`src/rtl/pcd_pkg.sv`:
```
// Package with the constants, payload types and state encoding of the cycle decomposer.
`default_nettype none
package pcd_pkg;

    localparam int ELEMENTS    = 16;
    localparam int ELEM_W      = 4;
    localparam int IDX_W       = $clog2(ELEMENTS);
    localparam int CNT_W       = $clog2(ELEMENTS + 1);
    localparam int QUEUE_DEPTH = 4;
    localparam int QPTR_W      = $clog2(QUEUE_DEPTH);
    localparam int QCNT_W      = $clog2(QUEUE_DEPTH + 1);

    typedef logic [ELEM_W-1:0] t_elem;

    typedef struct packed {
        t_elem element;
        t_elem image;
        logic  load_last;
    } t_in_data;

    typedef struct packed {
        t_elem cycle_value;
        logic  cycle_end;
        logic  run_last;
        logic  not_permutation;
    } t_out_data;

    typedef struct packed {
        t_elem element;
        t_elem image;
        logic  run;
    } t_cmd;

    typedef enum logic [2:0] {
        ST_IDLE,
        ST_SCAN,
        ST_READ,
        ST_STEP,
        ST_FINISH
    } t_state;

endpackage
`default_nettype wire

```
`src/rtl/pcd_front.sv`:
```
// Front end: accepts input transactions, classifies them and queues them as commands.
`default_nettype none
module pcd_front (
    input  wire logic              i_clk,
    input  wire logic              i_rst_n,
    input  wire logic              i_in_valid,
    input  wire pcd_pkg::t_in_data i_in_data,
    output logic                   o_in_ready,
    output logic                   o_cmd_valid,
    output pcd_pkg::t_cmd          o_cmd,
    input  wire logic              i_cmd_ready
);

    pcd_pkg::t_cmd                 r_queue [pcd_pkg::QUEUE_DEPTH];
    logic [pcd_pkg::QPTR_W-1:0]    r_wr_ptr;
    logic [pcd_pkg::QPTR_W-1:0]    r_rd_ptr;
    logic [pcd_pkg::QCNT_W-1:0]    r_count;
    logic [pcd_pkg::QPTR_W-1:0]    n_wr_ptr;
    logic [pcd_pkg::QPTR_W-1:0]    n_rd_ptr;
    logic [pcd_pkg::QCNT_W-1:0]    n_count;
    logic                          push;
    logic                          pop;
    pcd_pkg::t_cmd                 cmd_in;

    always_comb begin
        cmd_in.element = i_in_data.element;
        cmd_in.image   = i_in_data.image;
        cmd_in.run     = i_in_data.load_last;
    end

    assign o_in_ready  = (r_count != pcd_pkg::QCNT_W'(pcd_pkg::QUEUE_DEPTH));
    assign o_cmd_valid = (r_count != '0);
    assign o_cmd       = r_queue[r_rd_ptr];
    assign push        = i_in_valid && o_in_ready;
    assign pop         = o_cmd_valid && i_cmd_ready;

    always_comb begin
        n_wr_ptr = push ? r_wr_ptr + 1'b1 : r_wr_ptr;
        n_rd_ptr = pop ? r_rd_ptr + 1'b1 : r_rd_ptr;
        n_count  = r_count;
        if (push && !pop) begin
            n_count = r_count + 1'b1;
        end else if (pop && !push) begin
            n_count = r_count - 1'b1;
        end
    end

    always_ff @(posedge i_clk) begin
        if (push) begin
            r_queue[r_wr_ptr] <= cmd_in;
        end
    end

    always_ff @(posedge i_clk) begin
        if (!i_rst_n) begin
            r_wr_ptr <= '0;
            r_rd_ptr <= '0;
            r_count  <= '0;
        end else begin
            r_wr_ptr <= n_wr_ptr;
            r_rd_ptr <= n_rd_ptr;
            r_count  <= n_count;
        end
    end

endmodule
`default_nettype wire

```
`src/rtl/pcd_back.sv`:
```
// Back end: image table, scan and walk sequencer, and the result output register.
`default_nettype none
module pcd_back (
    input  wire logic               i_clk,
    input  wire logic               i_rst_n,
    input  wire logic               i_cmd_valid,
    input  wire pcd_pkg::t_cmd      i_cmd,
    output logic                    o_cmd_ready,
    output logic                    o_out_valid,
    output pcd_pkg::t_out_data      o_out_data,
    input  wire logic               i_out_ready
);

    pcd_pkg::t_state                r_state;
    pcd_pkg::t_state                n_state;
    pcd_pkg::t_elem                 r_mem [pcd_pkg::ELEMENTS];
    pcd_pkg::t_elem                 r_rd;
    logic [pcd_pkg::ELEMENTS-1:0]   r_moved;
    logic [pcd_pkg::ELEMENTS-1:0]   n_moved;
    logic [pcd_pkg::ELEMENTS-1:0]   r_seen;
    logic [pcd_pkg::ELEMENTS-1:0]   n_seen;
    logic [pcd_pkg::CNT_W-1:0]      r_scan;
    logic [pcd_pkg::CNT_W-1:0]      n_scan;
    logic [pcd_pkg::CNT_W-1:0]      r_count;
    logic [pcd_pkg::CNT_W-1:0]      n_count;
    pcd_pkg::t_elem                 r_pos;
    pcd_pkg::t_elem                 n_pos;
    pcd_pkg::t_elem                 r_start;
    pcd_pkg::t_elem                 n_start;
    logic                           r_pend_valid;
    logic                           n_pend_valid;
    pcd_pkg::t_out_data             r_pend;
    pcd_pkg::t_out_data             n_pend;
    logic                           r_out_valid;
    logic                           n_out_valid;
    pcd_pkg::t_out_data             r_out;
    pcd_pkg::t_out_data             n_out;
    logic                           mem_we;
    logic                           out_free;
    logic                           push;
    logic                           push_last;
    pcd_pkg::t_elem                 next_elem;
    logic [pcd_pkg::IDX_W-1:0]      scan_idx;

    assign o_out_valid = r_out_valid;
    assign o_out_data  = r_out;
    assign out_free    = !r_out_valid || i_out_ready;
    assign scan_idx    = r_scan[pcd_pkg::IDX_W-1:0];
    assign next_elem   = r_moved[r_pos[pcd_pkg::IDX_W-1:0]] ? r_rd : r_pos;

    always_comb begin
        n_state      = r_state;
        n_moved      = r_moved;
        n_seen       = r_seen;
        n_scan       = r_scan;
        n_count      = r_count;
        n_pos        = r_pos;
        n_start      = r_start;
        n_pend_valid = r_pend_valid;
        n_pend       = r_pend;
        mem_we       = 1'b0;
        o_cmd_ready  = 1'b0;
        push         = 1'b0;
        push_last    = 1'b0;
        unique case (r_state)
            pcd_pkg::ST_IDLE: begin
                o_cmd_ready = 1'b1;
                if (i_cmd_valid) begin
                    mem_we = 1'b1;
                    n_moved[i_cmd.element[pcd_pkg::IDX_W-1:0]] = (i_cmd.image != i_cmd.element);
                    if (i_cmd.run) begin
                        n_state = pcd_pkg::ST_SCAN;
                    end
                end
            end
            pcd_pkg::ST_SCAN: begin
                if (r_scan == pcd_pkg::CNT_W'(pcd_pkg::ELEMENTS)) begin
                    n_state = pcd_pkg::ST_FINISH;
                end else if (r_moved[scan_idx] && !r_seen[scan_idx]) begin
                    n_start = pcd_pkg::ELEM_W'(scan_idx);
                    n_pos   = pcd_pkg::ELEM_W'(scan_idx);
                    n_state = pcd_pkg::ST_READ;
                end else begin
                    n_scan = r_scan + 1'b1;
                end
            end
            pcd_pkg::ST_READ: begin
                n_state = pcd_pkg::ST_STEP;
            end
            pcd_pkg::ST_STEP: begin
                if (!r_pend_valid || out_free) begin
                    push                            = r_pend_valid;
                    n_seen[r_pos[pcd_pkg::IDX_W-1:0]] = 1'b1;
                    n_count                         = r_count + 1'b1;
                    n_pend_valid                    = 1'b1;
                    n_pend.cycle_value              = r_pos;
                    n_pend.cycle_end                = 1'b0;
                    n_pend.run_last                 = 1'b0;
                    n_pend.not_permutation          = 1'b0;
                    if (next_elem == r_start) begin
                        n_pend.cycle_end = 1'b1;
                        n_scan           = r_scan + 1'b1;
                        n_state          = pcd_pkg::ST_SCAN;
                    end else if (r_count >= pcd_pkg::CNT_W'(pcd_pkg::ELEMENTS - 1)) begin
                        n_pend.not_permutation = 1'b1;
                        n_state                = pcd_pkg::ST_FINISH;
                    end else begin
                        n_pos   = next_elem;
                        n_state = pcd_pkg::ST_READ;
                    end
                end
            end
            pcd_pkg::ST_FINISH: begin
                if (!r_pend_valid || out_free) begin
                    push         = r_pend_valid;
                    push_last    = 1'b1;
                    n_pend_valid = 1'b0;
                    n_moved      = '0;
                    n_seen       = '0;
                    n_scan       = '0;
                    n_count      = '0;
                    n_pos        = '0;
                    n_state      = pcd_pkg::ST_IDLE;
                end
            end
            default: begin
                n_state = pcd_pkg::ST_IDLE;
            end
        endcase

        n_out_valid = r_out_valid;
        n_out       = r_out;
        if (push) begin
            n_out_valid  = 1'b1;
            n_out        = r_pend;
            n_out.run_last = push_last;
        end else if (i_out_ready) begin
            n_out_valid = 1'b0;
        end
    end

    always_ff @(posedge i_clk) begin
        if (mem_we) begin
            r_mem[i_cmd.element[pcd_pkg::IDX_W-1:0]] <= i_cmd.image;
        end
        r_rd <= r_mem[r_pos[pcd_pkg::IDX_W-1:0]];
    end

    always_ff @(posedge i_clk) begin
        if (!i_rst_n) begin
            r_state <= pcd_pkg::ST_IDLE;
        end else begin
            r_state <= n_state;
        end
    end

    always_ff @(posedge i_clk) begin
        if (!i_rst_n) begin
            r_moved      <= '0;
            r_seen       <= '0;
            r_scan       <= '0;
            r_count      <= '0;
            r_pos        <= '0;
            r_pend_valid <= 1'b0;
            r_out_valid  <= 1'b0;
        end else begin
            r_moved      <= n_moved;
            r_seen       <= n_seen;
            r_scan       <= n_scan;
            r_count      <= n_count;
            r_pos        <= n_pos;
            r_pend_valid <= n_pend_valid;
            r_out_valid  <= n_out_valid;
        end
    end

    always_ff @(posedge i_clk) begin
        r_start <= n_start;
        r_pend  <= n_pend;
        r_out   <= n_out;
    end

    a_idle_no_pending: assert property (@(posedge i_clk) disable iff (!i_rst_n)
        (r_state == pcd_pkg::ST_IDLE) |-> !r_pend_valid)
        else $error("A result is still pending while the sequencer is idle.");

    a_idle_marks_clear: assert property (@(posedge i_clk) disable iff (!i_rst_n)
        (r_state == pcd_pkg::ST_IDLE) |-> (r_seen == '0 && r_count == '0))
        else $error("Seen marks or result count were not cleared after a decomposition.");

    a_count_bounded: assert property (@(posedge i_clk) disable iff (!i_rst_n)
        r_count <= pcd_pkg::CNT_W'(pcd_pkg::ELEMENTS))
        else $error("More results than elements were produced.");

    a_error_is_last: assert property (@(posedge i_clk) disable iff (!i_rst_n)
        (r_out_valid && r_out.not_permutation) |-> (r_out.run_last && !r_out.cycle_end))
        else $error("An abandoned walk was not reported as the final result.");

endmodule
`default_nettype wire

```
`src/rtl/permutation_cycle_decompose.sv`:
```
// Top level of the permutation cycle decomposer: front queue and back sequencer.
//
//  Channel  Valid        Ready        Payload      Meaning
//  input    i_in_valid   o_in_ready   i_in_data    one element and image pair
//  output   o_out_valid  i_out_ready  o_out_data   one element of a cycle
//
// Load transactions pass through a four-entry queue that lets loads continue
// while the sequencer is busy. A decomposition scans each element in turn and
// handles every emitted element in a read state and then a step state (the
// table read is registered). Reset clears the moved marks, so the table reads
// as the identity. Output stalls hold the sequencer; a full queue holds the input.
`default_nettype none
module permutation_cycle_decompose (
    input  wire logic               i_clk,
    input  wire logic               i_rst_n,
    input  wire logic               i_in_valid,
    input  wire pcd_pkg::t_in_data  i_in_data,
    output logic                    o_in_ready,
    output logic                    o_out_valid,
    output pcd_pkg::t_out_data      o_out_data,
    input  wire logic               i_out_ready
);

    logic          cmd_valid;
    logic          cmd_ready;
    pcd_pkg::t_cmd cmd;

    pcd_front u_front (
        .i_clk       (i_clk),
        .i_rst_n     (i_rst_n),
        .i_in_valid  (i_in_valid),
        .i_in_data   (i_in_data),
        .o_in_ready  (o_in_ready),
        .o_cmd_valid (cmd_valid),
        .o_cmd       (cmd),
        .i_cmd_ready (cmd_ready)
    );

    pcd_back u_back (
        .i_clk       (i_clk),
        .i_rst_n     (i_rst_n),
        .i_cmd_valid (cmd_valid),
        .i_cmd       (cmd),
        .o_cmd_ready (cmd_ready),
        .o_out_valid (o_out_valid),
        .o_out_data  (o_out_data),
        .i_out_ready (i_out_ready)
    );

endmodule
`default_nettype wire

```
`config.mk`:
```
export PLATFORM = sky130hd
export DESIGN_NAME = permutation_cycle_decompose
export DESIGN_NICKNAME = d
export VERILOG_FILES = /design/src/rtl/pcd_pkg.sv /design/src/rtl/pcd_front.sv /design/src/rtl/pcd_back.sv /design/src/rtl/permutation_cycle_decompose.sv
export SDC_FILE = /design/constraint.sdc
export NUM_CORES = 1
export LEC_CHECK = 0
export BUFFER_PORTS_ARGS = -buffer_cell sky130_fd_sc_hd__buf_2
export CELL_PAD_IN_SITES_DETAIL_PLACEMENT = 0
export CELL_PAD_IN_SITES_GLOBAL_PLACEMENT = 1
export CORE_MARGIN = 8
export CORE_UTILIZATION = 52
export DETAILED_ROUTE_END_ITERATION = 16
export GPL_TIMING_DRIVEN = 0
export PLACE_DENSITY_LB_ADDON = 0.1
export SYNTH_ARGS = -nofsm -noshare
export SYNTH_HDL_FRONTEND = slang
export SYNTH_SLANG_ARGS = --single-unit
```
`constraint.sdc`:
```
create_clock -name i_clk -period 3.4 [get_ports i_clk]
set_input_delay 0 -clock i_clk [delete_from_list [all_inputs] [get_ports i_clk]]
set_output_delay 0 -clock i_clk [all_outputs]
set_load 0.01 [all_outputs]
```
==> flow_results.org <==
** Outcome
- Outcome :: finished, final reports clean

** Critical path
- Along the worst path, the maximum fanout reaches 10.
- For the worst setup path, the data arrival time is 3.55 ns.
- The number of buffers and inverters on the critical path is 1.
- Cell with the most instances on the worst path :: sky130_fd_sc_hd__mux4_2
- STA classifies the critical path startpoint as a register.
- CP Capture Type :: register
- Reg-to-reg setup timing slack :: 0.16 ns
- The critical path is of the reg -> reg type.
- CP peak stage delay :: 0.55 ns
- Among cell families on the critical path, the largest total delay comes from multiplexers.
- Worst EP required :: 3.71 ns
- Critical Path Slowest Stage Cell :: sky130_fd_sc_hd__mux4_2
- The critical path goes through buf_6 -> mux4_2 -> mux4_2 -> a22oi_2 -> xnor2_1 -> a311o_1 -> nor3_4 -> nor4_1 -> or3_1.

** Global routing
- Remaining Overflow, GRT :: 0
- Maximum number of pins on one net before global-route repair :: 18
- In the global route stage, overall resource usage came out at 0.178.
- Number of global-route vias before repair :: 4,786
- Global-route wire length before repair :: 26,600 um
- Antenna violations before repair :: 0

** Timing
- Final total negative setup slack :: 0 ns
- The routed design could run at a clock period as short as 3.24 ns.
- Clock skew :: 0.0127 ns
- Hold Violations, Final :: 0
- Setup repair after global routing left no endpoint under its margin.
- On the final layout, the worst hold slack is 0.220 ns.
- Post-route worst setup slack :: 0.159 ns
- Timing would allow up to 309 MHz.
- Dividing the final minimum period by the clock period gives 0.953.
- For the pin with the worst max-slew slack, the measured transition is 0.771 ns.
- Measured against its own limit, the worst slew margin works out to 0.486.
- Count of endpoints failing setup in the final report :: 0
- Final slew viol count :: 0

** Power and ir drop
- Proportion of total power due to net switching :: 0.319
- VDD sags by at most 0.000395 V.
- Of the total power, registers draw 0.430.
- Cell internal power was estimated by the tool at 4.59 mW.
- Gate power share :: 0.285
- Of the total power, the clock network draws 0.285.
- Psw :: 2.15 mW
- Pwr Density :: 757 nW/um^2
- In this run the static leakage power is 3.00 nW.

** Finish
- The library cell used most frequently in the layout, excluding fill and tap cells, is sky130_fd_sc_hd__edfxtp_1.
- Diodes inserted :: 0
- Relative to the synthesized area, the layout overhead comes to 13.6%.
- Commonest non-fill, non-tap cells in the layout :: sky130_fd_sc_hd__edfxtp_1, sky130_fd_sc_hd__nor2_1, sky130_fd_sc_hd__dfxtp_1
- Final standard cell area without fillers :: 8900 um^2
- The net count of the finished layout is 659.
- Filler cells :: 1,176
- Of the cells placed in the final design, the portion with a size suffix greater than 1 is 0.162.

** Synthesis
- Synthesis produced a netlist whose cell count is 583.
- Among all flip-flop cells after synthesis, the most frequent one is sky130_fd_sc_hd__edfxtp_1.
- Sequential-to-total area share from yosys stat :: 0.612
- Counting flops and latches in the post-synthesis netlist gives 181.
- The number of nets handed over by synthesis was 606.
- For this run, the number of Yosys warnings is 0.
- For this run, asynchronously set or reset flops after synthesis account for 0.
- Yosys mapped the design onto 51 distinct sky130hd cell types.
- Post-synth EDFFs :: 117
- Averaged over all synthesized cells, the footprint is 13.4 um^2.
- After synthesis the cells add up to 7830 um^2.

** Hold path
- Path type of the worst min-delay path :: in -> reg

** Route
- In this run, the number of DRC markers left after iteration 0 of detailed routing was 415.
- Once detail routing completed, the nets flagged for antenna violations numbered 0.
- Final Routed Wirelength :: 16,200 um
- In the final routed layout, each cell accounts on average for 19.4 um.
- Number of vias per cell after detailed routing :: 5.87
- Summing over every cut layer, the via total after detailed routing is 4,911.
- After detailed routing, the number of remaining DRC violations is 0.
- Detailed-router iteration count before antenna repair :: 4

** Placed design
- Pre-CTS WS :: 0.0281 ns
- Routability-driven placement finished with a final weighted congestion of 0.802.
- IO buf count :: 21
- The wire-length estimate of the detail-placed layout is 11,600 um.
- Cell area after placement :: 8190 um^2

** Floorplanning
- Core ar. :: 15,000 um^2
- The floorplan step defined a die boundary enclosing 19,200 um^2.
- During I/O placement, the number of pins put on the boundary was 22.
- The initial utilization of the core area, before any placement, comes to 0.523.
- Die Height :: 139 um
- Die width :: 139 um
- Row count :: 45

** Clock network
- TritonCTS built the clock tree.
- For the worst-skew pair, the clock arrives at the later sink with an insertion delay of 0.43 ns.
- CTS built an H-tree with a depth of 4.
- Clk root buf :: sky130_fd_sc_hd__clkbuf_16
- Total CTS buffers :: 17
- Counting every sink on the clock net gives 181.
- The longest clock path from root to sink contains 2 buffers.
- Clock slew at reported path FFs :: 0.06 ns

** Run
- Max-cap violations in this run came to 0.
## cells by family after synthesis
group | share of synthesized area
flops | 0.612
simple gates | 0.115
buf+inv | 0.0216
mux | 0.133
xor+xnor | 0.0145
fa+ha+maj | 0.0169
compound gates | 0.0867
## stage by stage
step / utilization / total power [mW] / std cells
floorplan: - / 4.29 / 583
global placement: 0.546 / 4.80 / 792
detailed placement: 0.547 / 4.87 / 793
CTS: 0.593 / 6.80 / 836
global route: 0.594 / 7.11 / 837
finish: 0.594 / 6.74 / 837
## routing by layer
layer	up-vias	share of wire	GRT usage
met5	-	0	0
met4	0	0.013	0.0624
met3	16	0.054	0.0399
met2	122	0.48	0.278
met1	2465	0.45	0.240
li1	2308	-	-
## flip-flops by register name, indices dropped and copies added (netlist names), 2 cells and up, named ones only
register,cells
u_back.r_moved,16
u_front.r_wr_ptr,2
u_back.r_pos,4
u_back.r_count,5
u_back.r_scan,5
u_front.r_queue,36
u_back.r_start,4
u_front.r_rd_ptr,2
u_back.o_out_data,7
u_back.r_pend,6
u_back.r_rd,4
u_front.r_count,3
u_back.r_seen,16
u_back.r_state,3
u_back.r_mem,64
## path summary, 6_finish.rpt
kind / start / cells past startpoint / end
worst max-delay path: u_back.r_pos[1] / 9 / u_back.r_scan[3]
worst min-delay path: i_in_valid / 5 / u_front.r_wr_ptr[1]
worst max register to register: u_back.r_pos[1] / 9 / u_back.r_scan[3]
worst min register to register: u_back.r_pend[6] / 0 / u_back.o_out_data[6]
## synthesized netlist by cell type, drive strengths merged, types with 6 or more instances
cell type / number / area share
edfxtp: 117 / 0.45
dfxtp: 64 / 0.16
nor2: 64 / 0.031
mux4: 40 / 0.12
a21oi: 36 / 0.023
nand2: 25 / 0.012
nand2b: 25 / 0.020
clkbuf: 23 / 0.011
a211oi: 18 / 0.017
o21ai: 16 / 0.010
and2: 14 / 0.011
inv: 14 / 0.0067
nor2b: 13 / 0.010
mux2i: 10 / 0.013
ha: 9 / 0.014
nor3: 9 / 0.0078
xnor2: 9 / 0.010
and3: 8 / 0.0064
buf: 6 / 0.0038
## power by group through the flow
stage               clock network (mW)  logic, mW  registers (mW)
floorplan                            0       1.43            2.86
global placement                     0       1.89            2.92
detailed placement                   0       1.94            2.93
CTS                               1.96       1.96            2.88
global route                      2.05       2.13            2.93
finish                            1.92       1.92            2.90
## timing repair
action	4_1_cts	5_1_grt
setup buffers	0	2
setup endpoints to repair	0	12
resized for setup	0	4
endpoints found under the hold margin	39	0
hold buffers	11	0
## worst min-delay path, stage by stage
cell                       delay [ns]
sky130_fd_sc_hd__buf_2           0.10
sky130_fd_sc_hd__and2_1          0.12
sky130_fd_sc_hd__clkbuf_1        0.19
sky130_fd_sc_hd__mux2i_1         0.10
sky130_fd_sc_hd__nor2b_1         0.09
## area by class of cell
type | instances | area [um^2] | area share
Sequential cell | 181 | 4800 | 0.539
Multi-Input combinational cell | 359 | 2880 | 0.323
Clock buffer | 21 | 470 | 0.0529
Timing Repair Buffer | 35 | 238 | 0.0267
Tap cell | 188 | 235 | 0.0264
Clock inverter | 11 | 115 | 0.0129
Buffer | 28 | 114 | 0.0128
Inverter | 14 | 52.6 | 0.00590
Power figures use the tool's default switching activity.
